<file path="src/rtl/pecb_pkg.sv">
// ----------------------------------------------------------------------------
// pecb_pkg
// Shared types and constants for the endpoint config space and BAR windows.
// ----------------------------------------------------------------------------
package pecb_pkg;

    typedef enum logic [1:0] {
        ACT_CFG_RD = 2'd0,
        ACT_CFG_WR = 2'd1,
        ACT_MEM_RD = 2'd2,
        ACT_MEM_WR = 2'd3
    } t_action;

    typedef enum logic [1:0] {
        ST_OK       = 2'd0,
        ST_MISALIGN = 2'd1,
        ST_RANGE    = 2'd2,
        ST_BAR_BAD  = 2'd3
    } t_status;

    typedef enum logic [1:0] {
        OP_DONE   = 2'd0,
        OP_CFG_RD = 2'd1,
        OP_CFG_WR = 2'd2,
        OP_MEM    = 2'd3
    } t_op;

    typedef enum logic [1:0] {
        BS_RUN   = 2'd0,
        BS_READ  = 2'd1,
        BS_CLEAR = 2'd2
    } t_back_state;

    localparam logic [0:0] REG_VENDOR = 1'b0;
    localparam logic [0:0] REG_DEVICE = 1'b1;
    localparam int unsigned BAR_COUNT = 6;
    localparam logic [11:0] BAR_BASE = 12'h010;
    localparam logic [31:0] ALL_ONES = 32'hffff_ffff;
    localparam logic [31:0] BAR_TYPE = 32'h1;

    typedef struct packed {
        logic [1:0]  action;
        logic [2:0]  bar_select;
        logic [11:0] address;
        logic [31:0] write_data;
        logic [2:0]  access_length;
    } t_in_beat;

    typedef struct packed {
        logic [31:0] read_data;
        logic [2:0]  bytes_done;
        logic [1:0]  status;
    } t_out_beat;

    // Classified command handed from the front end to the back end.
    typedef struct packed {
        t_op         op;
        t_status     status;
        logic        is_write;
        logic        sel_ram;
        logic [2:0]  bar_idx;
        logic [16:0] offset;
        logic [2:0]  count;
        logic [31:0] write_data;
    } t_cmd;

endpackage

</file>
<file path="src/rtl/pecb_front.sv">
// ----------------------------------------------------------------------------
// pecb_front
// Classifies input beats: alignment, BAR decode, range check and length truncation.
// ----------------------------------------------------------------------------
module pecb_front
    import pecb_pkg::*;
#(
    parameter int unsigned ROM_BYTES = 128,
    parameter int unsigned RAM_BYTES = 2048
) (
    input  t_in_beat          i_beat,
    input  logic [BAR_COUNT-1:0] i_bar_en,
    output t_cmd              o_cmd
);

    localparam logic [16:0] ROM_SZ = 17'(ROM_BYTES);
    localparam logic [16:0] RAM_SZ = 17'(RAM_BYTES);

    logic [16:0] sz;
    logic [16:0] addr;
    logic [16:0] room;
    logic [2:0]  len;
    logic [11:0] rel;

    always_comb begin
        o_cmd = '0;
        o_cmd.op = OP_DONE;
        o_cmd.status = ST_OK;
        o_cmd.write_data = i_beat.write_data;
        addr = {5'd0, i_beat.address};
        sz = (i_beat.bar_select == 3'd0) ? ROM_SZ : RAM_SZ;
        room = sz - addr;
        len = (i_beat.access_length > 3'd4) ? 3'd4 : i_beat.access_length;
        rel = i_beat.address - BAR_BASE;
        if (i_beat.action == ACT_CFG_RD || i_beat.action == ACT_CFG_WR) begin
            if (i_beat.address[1:0] != 2'd0 || i_beat.access_length != 3'd4) begin
                o_cmd.status = ST_MISALIGN;
            end else begin
                o_cmd.count = 3'd4;
                o_cmd.bar_idx = rel[4:2];
                o_cmd.offset = addr;
                o_cmd.op = (i_beat.action == ACT_CFG_RD) ? OP_CFG_RD : OP_CFG_WR;
            end
        end else begin
            o_cmd.is_write = (i_beat.action == ACT_MEM_WR);
            o_cmd.sel_ram = (i_beat.bar_select == 3'd1);
            if (i_beat.bar_select >= 3'd2 || !i_bar_en[i_beat.bar_select[2:0]]
                || (o_cmd.is_write && i_beat.bar_select == 3'd0)) begin
                o_cmd.status = ST_BAR_BAD;
            end else if (addr > sz) begin
                o_cmd.status = ST_RANGE;
            end else begin
                o_cmd.op = OP_MEM;
                o_cmd.offset = addr;
                o_cmd.count = ({14'd0, len} > room) ? room[2:0] : len;
            end
        end
    end

endmodule

</file>
<file path="config.mk">
export PLATFORM = sky130hd
export DESIGN_NAME = pecb_front
export DESIGN_NICKNAME = d
export VERILOG_FILES = /design/src/rtl/pecb_pkg.sv /design/src/rtl/pecb_front.sv
export SDC_FILE = /design/constraint.sdc
export NUM_CORES = 1
export LEC_CHECK = 0
export BUFFER_PORTS_ARGS = -buffer_cell sky130_fd_sc_hd__buf_4
export CAP_MARGIN = 20
export CORE_MARGIN = 1
export CORE_UTILIZATION = 32
export DETAILED_ROUTE_END_ITERATION = 6
export GPL_TIMING_DRIVEN = 0
export PLACE_DENSITY = 0.8
export SYNTH_ARGS = -nofsm -noshare
export SYNTH_HDL_FRONTEND = slang
export SYNTH_SLANG_ARGS = --single-unit
</file>
<file path="constraint.sdc">
create_clock -name vclk -period 3.1
set_clock_uncertainty 0.1 [all_clocks]
set_input_delay 0.62 -clock vclk [all_inputs]
set_output_delay 0.62 -clock vclk [all_outputs]
set_load 0.02 [all_outputs]
</file>
==> results_dict.tcl <==
set metrics [dict create \
    max-slew-margin-rel 0.4888 \
    yosysWarnings 0 \
    grt_usage 0.1753 \
    violations "setup timing" \
    fin_area_mm2 0.002100 \
    fill_cells 266 \
    layout_common_cells "buf_4 (103), buf_6 (19), nor2_1 (9), inv_1 (8), a21oi_2 (7)" \
    syn_area_mm2 0.001045 \
    vias 1353 \
    dp_hpwl_um 2586 \
    busiest_layer "met2" \
    grt_max_degree 11 \
    end_kind "primary output" \
    ff_latch_area_um2 0 \
    worstMarginPinSlew_ps 764.6 \
    nets 304 \
    nFlopsAndLatches 0 \
    viasPerCell 4.798 \
    drt-initial-drc-count 23 \
    min_period_ps 3527 \
    startpoint_type "input pin" \
    diodes 0 \
    report.final.slew_viol_count 0 \
    drive_gt1_frac 0.7479 \
    layout_setup_ws_ps -427.2 \
    path_class "in2out" \
    fp.coreArea_mm2 0.003078 \
    maxCapViolations 0 \
    place_area_mm2 0.001808 \
    worstPathArrival_ps 2810 \
    die_h_um 59.14 \
    synth_cell_types 48 \
    wl_per_cell_um 11.84 \
    final_antenna_net_count 0 \
    period_share 1.138 \
    use_met1 0.2145 \
    leakagePower_nw 1.037 \
    yosysTopAreaCell "buf_4" \
    routed_wl_um 3338 \
    startpoint "i_beat[48]" \
    seq_area_frac_synth 0 \
    rsz0062_at_grt "yes" \
    die_x_um 59.14 \
    place_congestion 0.8772 \
    ir_worst_vdd_mv 0.07828 \
    hold_violations 0 \
    area_growth_pct 101.0 \
    clock.fmax_ghz 0.2835 \
    io_pins 119 \
    status "finished, violations left" \
    synthCells 148 \
    crit_path_end "o_cmd[34]" \
    whs_ps 1337 \
    worst_ep_required_time_ps 2380 \
    die_area_mm2 0.003498 \
    rows 20 \
    synthTopCellsByArea "buf_4 (27%), ha_1 (7.2%), and2_1 (4.8%), inv_1 (4.0%), a21oi_1 (3.8%)" \
    drtPass1Iterations 4 \
    first_global_vias 1191 \
    cp_max_fo 6 \
    overflow 0 \
    grt_use_met2 0.3490 \
    initial_utilization 0.3394 \
    portBuffers 78 \
    power_density_mw_per_mm2 123.1 \
    post-route-drc-count 0 \
    avgSynthCellArea_um2 7.059 \
    clkbuf_count 0 \
    final_common_cell "buf_4" \
    yosysTopAreaCellShare 0.2659 \
    setup_violations 17 \
    grt_pass1_wl_um 4919 \
    antenna_found_initial 0 \
    met3_usage 0.002183 \
    min-delay-path-class "in2out" \
]
## cell type report
class,instances,area [um2],area share
well taps,44,55.05,0.02622
repair buffers,87,739.5,0.3522
plain buffers,39,306.5,0.1460
multi-input cells,101,957.2,0.4559
inverters,11,41.29,0.01967
## metal layers
layer / up-vias / routed length, um
met2: 74 / 1738
li1: 670 / -
met5: - / 0
met3: 4 / 241
met4: 0 / 34
met1: 605 / 1323
## through the flow
stage | cells | TNS [ps] | power, mW | util | worst slack, ps
final | 282 | -4419 | 0.2584 | 0.6821 | -427.2
after global routing | 282 | -5276 | 0.2777 | 0.6821 | -480.9
after CTS | 279 | -3789 | 0.2464 | 0.6459 | -424.7
after detailed placement | 274 | -6037 | 0.2307 | 0.5874 | -449.8
after global placement | 274 | -5264 | 0.2284 | 0.5874 | -433.1
after floorplan | 152 | -138.0 | 0.1451 | - | -75.48
## worst min path at each step
stage               slack (ps)  startpoint  cells after the start   endpoint
finish                    1340  i_beat[16]                      2  o_cmd[13]
CTS                       1340   i_beat[3]                      2   o_cmd[0]
floorplan                 1220  i_beat[39]                      1  o_cmd[54]
global placement          1340  i_beat[25]                      2  o_cmd[22]
global route              1340  i_beat[11]                      2   o_cmd[8]
detailed placement        1340   i_beat[3]                      2   o_cmd[0]
## cell families after synthesis
group                    after synthesis  synth area share
AO/OA/AOI/OAI                         34            0.2299
XOR/XNOR                               1          0.008385
adder cells (fa/ha/maj)                6           0.07185
buffers and inverters                 51            0.3258
multiplexers                           2           0.02514
other                                  1          0.003589
AND/OR/NAND/NOR                       53            0.3353
## critical path: stages
cell       delay, ps
buf_8             90
or3_4            410
ha_4             270
nor4b_4          220
buf_4            160
and4_4           230
o21ai_4           80
clkbuf_16        190
nor2_1           180
o41ai_4          110
nand3_2           90
buf_6            140
## synthesized netlist by cell type (2+ instances only)
library cell / instances
clkbuf_1: 2
inv_1: 11
and2_1: 8
nor3_1: 4
o41ai_1: 2
nor3_4: 2
a32oi_1: 2
nor2b_1: 3
or3_4: 2
nand2_1: 4
buf_4: 37
and2_2: 2
o21a_1: 2
nor2_1: 9
a21boi_0: 2
o21ai_0: 6
nand4_1: 3
ha_1: 6
a21oi_1: 8
and3_1: 2
nand3_1: 3
a31o_2: 2
## report_power, final
| part | leakage, nW | switching (mW) | internal [mW] |
|---|---|---|---|
| combinational | 1.04 | 0.126 | 0.132 |
| clock | 0 | 0 | 0 |
| sequential | 0 | 0 | 0 |
## timing repair
action	in CTS	in global routing
setup buffers	5	4
hold buffers	0	0
setup endpoints to repair	17	18
gates resized for setup	35	23
pin swaps	7	12
(Power assumes the default switching activity.)
