File: src/rtl/pecb_pkg.sv
// ----------------------------------------------------------------------------
// pecb_pkg
// Shared types and constants for the endpoint config space and BAR windows.
// ----------------------------------------------------------------------------
package pecb_pkg;

    typedef enum logic [1:0] {
        ACT_CFG_RD = 2'd0,
        ACT_CFG_WR = 2'd1,
        ACT_MEM_RD = 2'd2,
        ACT_MEM_WR = 2'd3
    } t_action;

    typedef enum logic [1:0] {
        ST_OK       = 2'd0,
        ST_MISALIGN = 2'd1,
        ST_RANGE    = 2'd2,
        ST_BAR_BAD  = 2'd3
    } t_status;

    typedef enum logic [1:0] {
        OP_DONE   = 2'd0,
        OP_CFG_RD = 2'd1,
        OP_CFG_WR = 2'd2,
        OP_MEM    = 2'd3
    } t_op;

    typedef enum logic [1:0] {
        BS_RUN   = 2'd0,
        BS_READ  = 2'd1,
        BS_CLEAR = 2'd2
    } t_back_state;

    localparam logic [0:0] REG_VENDOR = 1'b0;
    localparam logic [0:0] REG_DEVICE = 1'b1;
    localparam int unsigned BAR_COUNT = 6;
    localparam logic [11:0] BAR_BASE = 12'h010;
    localparam logic [31:0] ALL_ONES = 32'hffff_ffff;
    localparam logic [31:0] BAR_TYPE = 32'h1;

    typedef struct packed {
        logic [1:0]  action;
        logic [2:0]  bar_select;
        logic [11:0] address;
        logic [31:0] write_data;
        logic [2:0]  access_length;
    } t_in_beat;

    typedef struct packed {
        logic [31:0] read_data;
        logic [2:0]  bytes_done;
        logic [1:0]  status;
    } t_out_beat;

    // Classified command handed from the front end to the back end.
    typedef struct packed {
        t_op         op;
        t_status     status;
        logic        is_write;
        logic        sel_ram;
        logic [2:0]  bar_idx;
        logic [16:0] offset;
        logic [2:0]  count;
        logic [31:0] write_data;
    } t_cmd;

endpackage

File: src/rtl/pecb_queue.sv
// ----------------------------------------------------------------------------
// pecb_queue
// Two-entry queue between the front end and the back end.
// ----------------------------------------------------------------------------
module pecb_queue
    import pecb_pkg::*;
(
    input  logic i_clk,
    input  logic i_rst_n,
    input  logic i_push,
    input  t_cmd i_cmd,
    input  logic i_pop,
    output logic o_full,
    output logic o_empty,
    output t_cmd o_cmd
);

    t_cmd       r_mem [2];
    logic       r_wp;
    logic       r_rp;
    logic [1:0] r_cnt;

    always_ff @(posedge i_clk) begin
        if (!i_rst_n) begin
            r_wp <= 1'b0;
            r_rp <= 1'b0;
            r_cnt <= 2'd0;
        end else begin
            if (i_push) r_wp <= ~r_wp;
            if (i_pop) r_rp <= ~r_rp;
            r_cnt <= r_cnt + 2'(i_push) - 2'(i_pop);
        end
        if (i_push) r_mem[r_wp] <= i_cmd;
    end

    assign o_full = (r_cnt == 2'd2);
    assign o_empty = (r_cnt == 2'd0);
    assign o_cmd = r_mem[r_rp];

endmodule

File: config.mk
export PLATFORM = sky130hd
export DESIGN_NAME = pecb_queue
export DESIGN_NICKNAME = d
export VERILOG_FILES = /design/src/rtl/pecb_pkg.sv /design/src/rtl/pecb_queue.sv
export SDC_FILE = /design/constraint.sdc
export NUM_CORES = 1
export LEC_CHECK = 0
export BUFFER_PORTS_ARGS = -buffer_cell sky130_fd_sc_hd__clkbuf_2
export CAP_MARGIN = 40
export CORE_ASPECT_RATIO = 0.75
export CORE_MARGIN = 2
export CORE_UTILIZATION = 56
export DETAILED_ROUTE_END_ITERATION = 8
export GPL_TIMING_DRIVEN = 0
export PLACE_DENSITY = 0.88
export SLEW_MARGIN = 20
export SYNTH_ARGS = -nofsm -noshare
export SYNTH_HDL_FRONTEND = slang
export SYNTH_SLANG_ARGS = --single-unit
File: constraint.sdc
create_clock -name i_clk -period 7.3 [get_ports i_clk]
set_input_delay 0.73 -clock i_clk [delete_from_list [all_inputs] [get_ports i_clk]]
set_output_delay 0.73 -clock i_clk [all_outputs]
set_load 0.05 [all_outputs]
==> qor.yml, run 1 <==
cts_hold_buf: 0
worst-r2r-setup-slack_ns: 5.88
synth.net_count: 278
power_density_mw_per_mm2: 318
timing.max_cap.violations: 0
final.setup.tns_ns: 0
worstReg2RegStart: "r_wp$_SDFFE_PN0P_"
grt_pass1_vias: 2552
ys.warnings.count: 0
design.final.nets: 427
crit_path_start_kind: "flip-flop"
drt.antenna.violating_nets: 0
dp_hpwl_um: 5560
route.detailed.drc: 0
detail_route.wirelength_um: 8380
timing.final.setup_violations: 0
finalInstanceArea_sq_mm: 0.00639
final.period_utilization_pct: 32.4
run_status: "finished clean"
crit_path_end_kind: "output port"
postSynthRegisterBits: 127
reg2reg_path_depth: 2
hold-path-cell-count: 1
first_pass_iters: 4
grt_setup_unrepaired: "no"
postCtsResizedCells: 0
core-area_sq_mm: 0.00849
cell_row_count: 29
drive_gt1_share_pct: 61.7
gr-total-overflow: 0
gpl.final_weighted_congestion: 0.675
synthesis.area_per_instance_sq_um: 23.4
clk_pin_slew_ns: 0.06
period_needed_ns: 2.37
clock-root-buffer: "sky130_fd_sc_hd__clkbuf_16"
hold_viol: 0
worst-endpoint-required_ns: 6.57
detail_route.wl_per_cell_um: 17.4
io_buffer_count: 127
routed-via-count: 2394
tritoncts.num_buffers: 17
max_freq_ghz: 0.423
timing.final.max_slew_violations: 0
track_usage_pct: 18.7
cts_tree: "built"
irDropWorstVdd_uv: 214
worstHoldPathType: "input pin to flip-flop"
synth_area_sq_mm: 0.00493
die_area_sq_mm: 0.00958
areaGrowthSynthToFinish_pct: 29.5
endpoint: "o_cmd[19]"
min_from: "i_cmd[4]"
num-fill-cells: 513
floorplan.io_pins: 128
die-height_um: 85.3
part_of_the_yosys_area_used_for_sequential_elements_pct: 76.3
clk-insertion-delay-late_ns: 0.40
power.leakage_nw: 2.62
regToRegEndpoint: "r_mem[1][43]$_DFFE_PP_"
finalClockSkew_ns: 0.00659
drt_iter0_drc: 61
clock_sinks: 127
setup.worst_path.class: "flip-flop to output port"
arrival_ns: 1.64
post_cts.repair.setup_buffers: 0
layout.cells.most_common: "sky130_fd_sc_hd__clkbuf_2"
syn_inst: 211
slew_headroom_pct: 65.5
highest_count_cells_in_the_layout_ignoring_fill_and_taps: "sky130_fd_sc_hd__clkbuf_2 (127), sky130_fd_sc_hd__edfxtp_1 (122), sky130_fd_sc_hd__mux2_4 (60)"
placed_cell_area_sq_mm: 0.00578
initial_antenna_violation_count: 0
grt_first_pass_wirelength_um: 13100
pin_count_of_the_biggest_net_entering_global_routing: 38
antenna_cells: 0
fp.dieW_um: 112
avgViaCountPerCell: 4.98
worst-slew-pin-transition_ns: 0.517
floorplan.initialDensity_pct: 58.1
cts-htree-levels: 4
ctsLongestPathBuffers: 2
synth_cell_types: 14
path_max_fanout: 10
-- worst max-delay path, stage by stage (launching register included) --
cell and delay (ns):
sky130_fd_sc_hd__dfxtp_1 0.32, sky130_fd_sc_hd__buf_6 0.19, sky130_fd_sc_hd__buf_12 0.17, sky130_fd_sc_hd__mux2_4 0.31
sky130_fd_sc_hd__clkbuf_2 0.24
-- synth_stat cells, drive strengths merged --
library cell | n | area, sq um
and2 | 4 | 25.0
ha | 2 | 25.0
xnor3 | 1 | 22.5
buf | 7 | 131
nor2 | 1 | 3.75
o21a | 1 | 7.51
dfxtp | 5 | 100
mux2 | 61 | 912
nor2b | 4 | 25.0
edfxtp | 122 | 3660
inv | 2 | 7.51
xor2 | 1 | 8.76
-- registers in the layout (all words and copies together), names as in the netlist, named ones only --
register / cells
r_wp: 1
r_rp: 1
r_cnt: 2
r_mem: 122
-- final cells by class --
class	instances	area [sq um]	area share [%]
sequential	127	3760	58.9
multi-input combinational	75	1040	16.3
timing repair buffer	130	703	11.0
clock buffer	20	447	6.99
clock inverter	12	161	2.53
tap	108	135	2.12
buffer	7	131	2.06
inverter	2	7.51	0.118
-- stage by stage --
step	power, mW	hold WS, ns	instances	setup WS [ns]	util, %
after floorplan	1.13	0.555	211	3.36	-
after global placement	1.19	0.566	446	1.80	67.2
after detailed placement	1.20	0.581	449	5.34	68.1
after CTS	2.06	0.498	481	4.91	75.2
after global routing	2.10	0.495	481	4.85	75.2
final	2.03	0.514	481	4.93	75.2
-- how the worst min path moves through the flow --
stage                                   endpoint  slack (ns)
after floorplan                        flip-flop        0.55
after global placement         r_rp$_SDFFE_PN0P_        0.57
after detailed placement               flip-flop        0.58
after CTS                  r_mem[1][4]$_DFFE_PP_        0.50
after global routing      r_mem[1][33]$_DFFE_PP_        0.49
final                      r_mem[1][4]$_DFFE_PP_        0.51
-- kinds of logic (layout without fill, tap and decap cells) --
family	after synthesis	count (layout)	share of synthesized area, %
buffers and inverters	9	171	2.82
adders and majority gates	2	2	0.507
and+or+nand+nor	9	9	1.09
xor gates and xnor gates	2	2	0.634
muxes	61	61	18.5
DFF	127	127	76.3
AOI/OAI and AO/OA	1	1	0.152
-- report_power, final --
| group | switching (mW) | internal, mW |
|---|---|---|
| registers | 0.0125 | 0.843 |
| logic | 0.213 | 0.119 |
| clock network | 0.300 | 0.548 |
-- layer usage --
layer  part of all wire, %  global-route usage [%]  vias up
met5                     0                       0        -
met4                  0.49                    6.98        0
met3                   6.4                    7.36        6
met2                    51                    31.3       84
met1                    42                    22.2     1168
li1                      -                       -     1136
Power figures use the tool's default switching activity.
==> inputs of run 2 (changes only) <==
--- a/config.mk
+++ b/config.mk
@@ -9,10 +9,10 @@
 export CAP_MARGIN = 40
 export CORE_ASPECT_RATIO = 0.75
 export CORE_MARGIN = 2
-export CORE_UTILIZATION = 56
+export CORE_UTILIZATION = 47
 export DETAILED_ROUTE_END_ITERATION = 8
 export GPL_TIMING_DRIVEN = 0
-export PLACE_DENSITY = 0.88
+export PLACE_DENSITY = 0.79
 export SLEW_MARGIN = 20
 export SYNTH_ARGS = -nofsm -noshare
 export SYNTH_HDL_FRONTEND = slang
==> constraint.sdc (replaced) <==
create_clock -name i_clk -period 2 [get_ports i_clk]
set_input_delay 0.2 -clock i_clk [delete_from_list [all_inputs] [get_ports i_clk]]
set_output_delay 0.2 -clock i_clk [all_outputs]
set_load 0.05 [all_outputs]
==> qor.yml, run 2 (synthesis results as in run 1) <==
run_status: "finished clean"
timing.max_cap.violations: 0  # unchanged
period_needed_ns: 1.84
postLayoutCoreUtil_pct: 68.0  # -7.3 points
floorplan.io_pins: 128  # unchanged
layout.cells.most_common: "sky130_fd_sc_hd__clkbuf_2"
largest_register: "r_mem"
finalClockSkew_ns: 0.00708  # +0.000490 ns
power.leakage_nw: 2.84  # +8.7%
reg2reg_path_depth: 3  # +1
worstHoldPathType: "input pin to flip-flop"
hold-path-cell-count: 1  # unchanged
path_max_fanout: 10  # unchanged
antenna_cells: 0  # unchanged
final.period_utilization_pct: 91.9
crit_path_start_kind: "flip-flop"
die_area_sq_mm: 0.0113  # +18%
highest_count_cells_in_the_layout_ignoring_fill_and_taps: "sky130_fd_sc_hd__clkbuf_2 (127), sky130_fd_sc_hd__edfxtp_1 (122), sky130_fd_sc_hd__mux2_4 (60)"
timing.final.max_slew_violations: 0  # unchanged
largest_register_ffs: 122  # unchanged
route.detailed.drc: 0  # unchanged
die-height_um: 92.7  # +8.7%
largest_registers: "r_mem x122, r_cnt x2"
floorplan.initialDensity_pct: 48.1  # -10 points
track_usage_pct: 16.5  # -2.2 points
timing.final.setup_violations: 0  # unchanged
pin_count_of_the_biggest_net_entering_global_routing: 46  # +21%
irDropWorstVdd_uv: 825  # +280%
p_int_mw: 5.37  # +260%
worst-endpoint-required_ns: 1.80  # -4.77 ns
avgViaCountPerCell: 4.67  # -6.1%
drive_gt1_share_pct: 52.3  # -9.3 points
postCtsResizedCells: 0  # unchanged
initial_antenna_violation_count: 0  # unchanged
sw_frac_of_total_pct: 25.2  # -0.61 points
max_freq_ghz: 0.544
ctsLongestPathBuffers: 2  # unchanged
routed-via-count: 2636  # +10%
grt_pass1_vias: 2961  # +16%
post_cts.repair.setup_buffers: 0  # unchanged
first_pass_iters: 4  # unchanged
gr-total-overflow: 0  # unchanged
grt_setup_unrepaired: "no"
fp.dieW_um: 122  # +8.8%
regToRegEndpoint: "r_mem[0][33]$_DFFE_PP_"
cts-htree-levels: 4  # unchanged
holdPathEnd: "r_mem[0][25]$_DFFE_PP_"
design.final.nets: 486  # +14%
tritoncts.num_buffers: 17  # unchanged
sw_pwr_mw: 1.81  # +240%
drt.antenna.violating_nets: 0  # unchanged
min_from: "i_cmd[25]"
clock_sinks: 127  # unchanged
grt_first_pass_wirelength_um: 14000  # +7.3%
drt_iter0_drc: 118  # +93%
combinational_power_share_pct: 18.3  # +2.0 points
power_density_mw_per_mm2: 1030  # +220%
final_worst_slack_ns: 0.162  # -4.77 ns
pre_cts_slack_ns: 0.456  # -4.89 ns
io_buffer_count: 127  # unchanged
cell_row_count: 32  # +10%
core-area_sq_mm: 0.0102  # +21%
detail_route.wirelength_um: 8630  # +3.0%
worst-slew-pin-transition_ns: 0.503  # -0.0139 ns
dp_hpwl_um: 5360  # -3.6%
hold_viol: 0  # unchanged
share_seq_of_total_power_pct: 43.5  # +1.5 points
worstReg2RegStart: "r_wp$_SDFFE_PN0P_"
clock-root-buffer: "sky130_fd_sc_hd__clkbuf_16"
finalInstanceArea_sq_mm: 0.00697  # +9.1%
placed_cell_area_sq_mm: 0.00586  # +1.3%
final.setup.tns_ns: 0  # unchanged
slew_headroom_pct: 66.4  # +0.93 points
clk-insertion-delay-late_ns: 0.40  # about the same
share_clk_of_total_power_pct: 38.3  # -3.4 points
setup.worst_path.class: "flip-flop to output port"
worst-r2r-setup-slack_ns: 0.52  # -5.36 ns
areaGrowthSynthToFinish_pct: 41.3
clk_pin_slew_ns: 0.05  # about the same
detail_route.wl_per_cell_um: 15.3  # -12%
cts_tree: "built"
gpl.final_weighted_congestion: 0.674  # about the same
arrival_ns: 1.64  # about the same
crit_path_end_kind: "output port"
cts_hold_buf: 58  # +58
run 2: cell count changes in the layout (fill, tap and decap cells not counted), sizes merged:
cell,delta
buf,+1
bufinv,-1
clkbuf,-2
clkinv,+1
clkinvlp,-1
dlygate4sd3,+58
inv,-1
run 2: how the worst max path moves through the flow:
stage	slack [ns]	cells past startpoint	end
detailed placement	0.46	4	r_mem[0][42]$_DFFE_PP_
finish	0.16	4	o_cmd[41]
CTS	0.13	4	o_cmd[41]
global route	0.11	4	o_cmd[28]
floorplan	0.33	1	r_mem[0][0]$_DFFE_PP_
global placement	-0.21	2	r_mem[0][34]$_DFFE_PP_
run 2: layout make-up:
class / count / area [sq um]
buffer: 7 / 131
clock buffer: 18 / 429
clock inverter: 10 / 100
fill: 699 / 3280
inverter: 2 / 7.51
multi-input combinational: 75 / 1040
sequential: 127 / 3760
tap: 136 / 170
timing repair buffer: 189 / 1330
run 2: power groups by stage:
stage               Combinational [mW]  Sequential, mW  Clock, mW
global route                      1.38            3.13       2.92
CTS                               1.32            3.12       2.80
global placement                  1.18            3.17          0
finish                            1.31            3.12       2.75
detailed placement                1.23            3.17          0
floorplan                        0.946            3.16          0
run 2: worst max-delay path: stages (launching register included):
cell and delay (ns):
sky130_fd_sc_hd__dfxtp_1 0.32, sky130_fd_sc_hd__buf_6 0.19, sky130_fd_sc_hd__buf_12 0.17, sky130_fd_sc_hd__mux2_4 0.31
sky130_fd_sc_hd__clkbuf_2 0.24
run 2: layer usage:
metal / global-route usage [%] / part of all wire (%) / vias up
met5: 0 / 0 / -
met4: 7.09 / 0.98 / 0
met3: 4.93 / 6.7 / 9
met2: 29.2 / 52 / 100
met1: 18.3 / 41 / 1284
li1: - / - / 1243
run 2: per-stage QoR:
stage                     total power, mW  cells  hold WS [ns]
after CTS                            7.25    564      0.000814
after detailed placement             4.40    478         0.392
after floorplan                      4.11    211         0.299
after global placement               4.35    474         0.388
after global routing                 7.44    564       0.00821
final                                7.18    564        0.0178
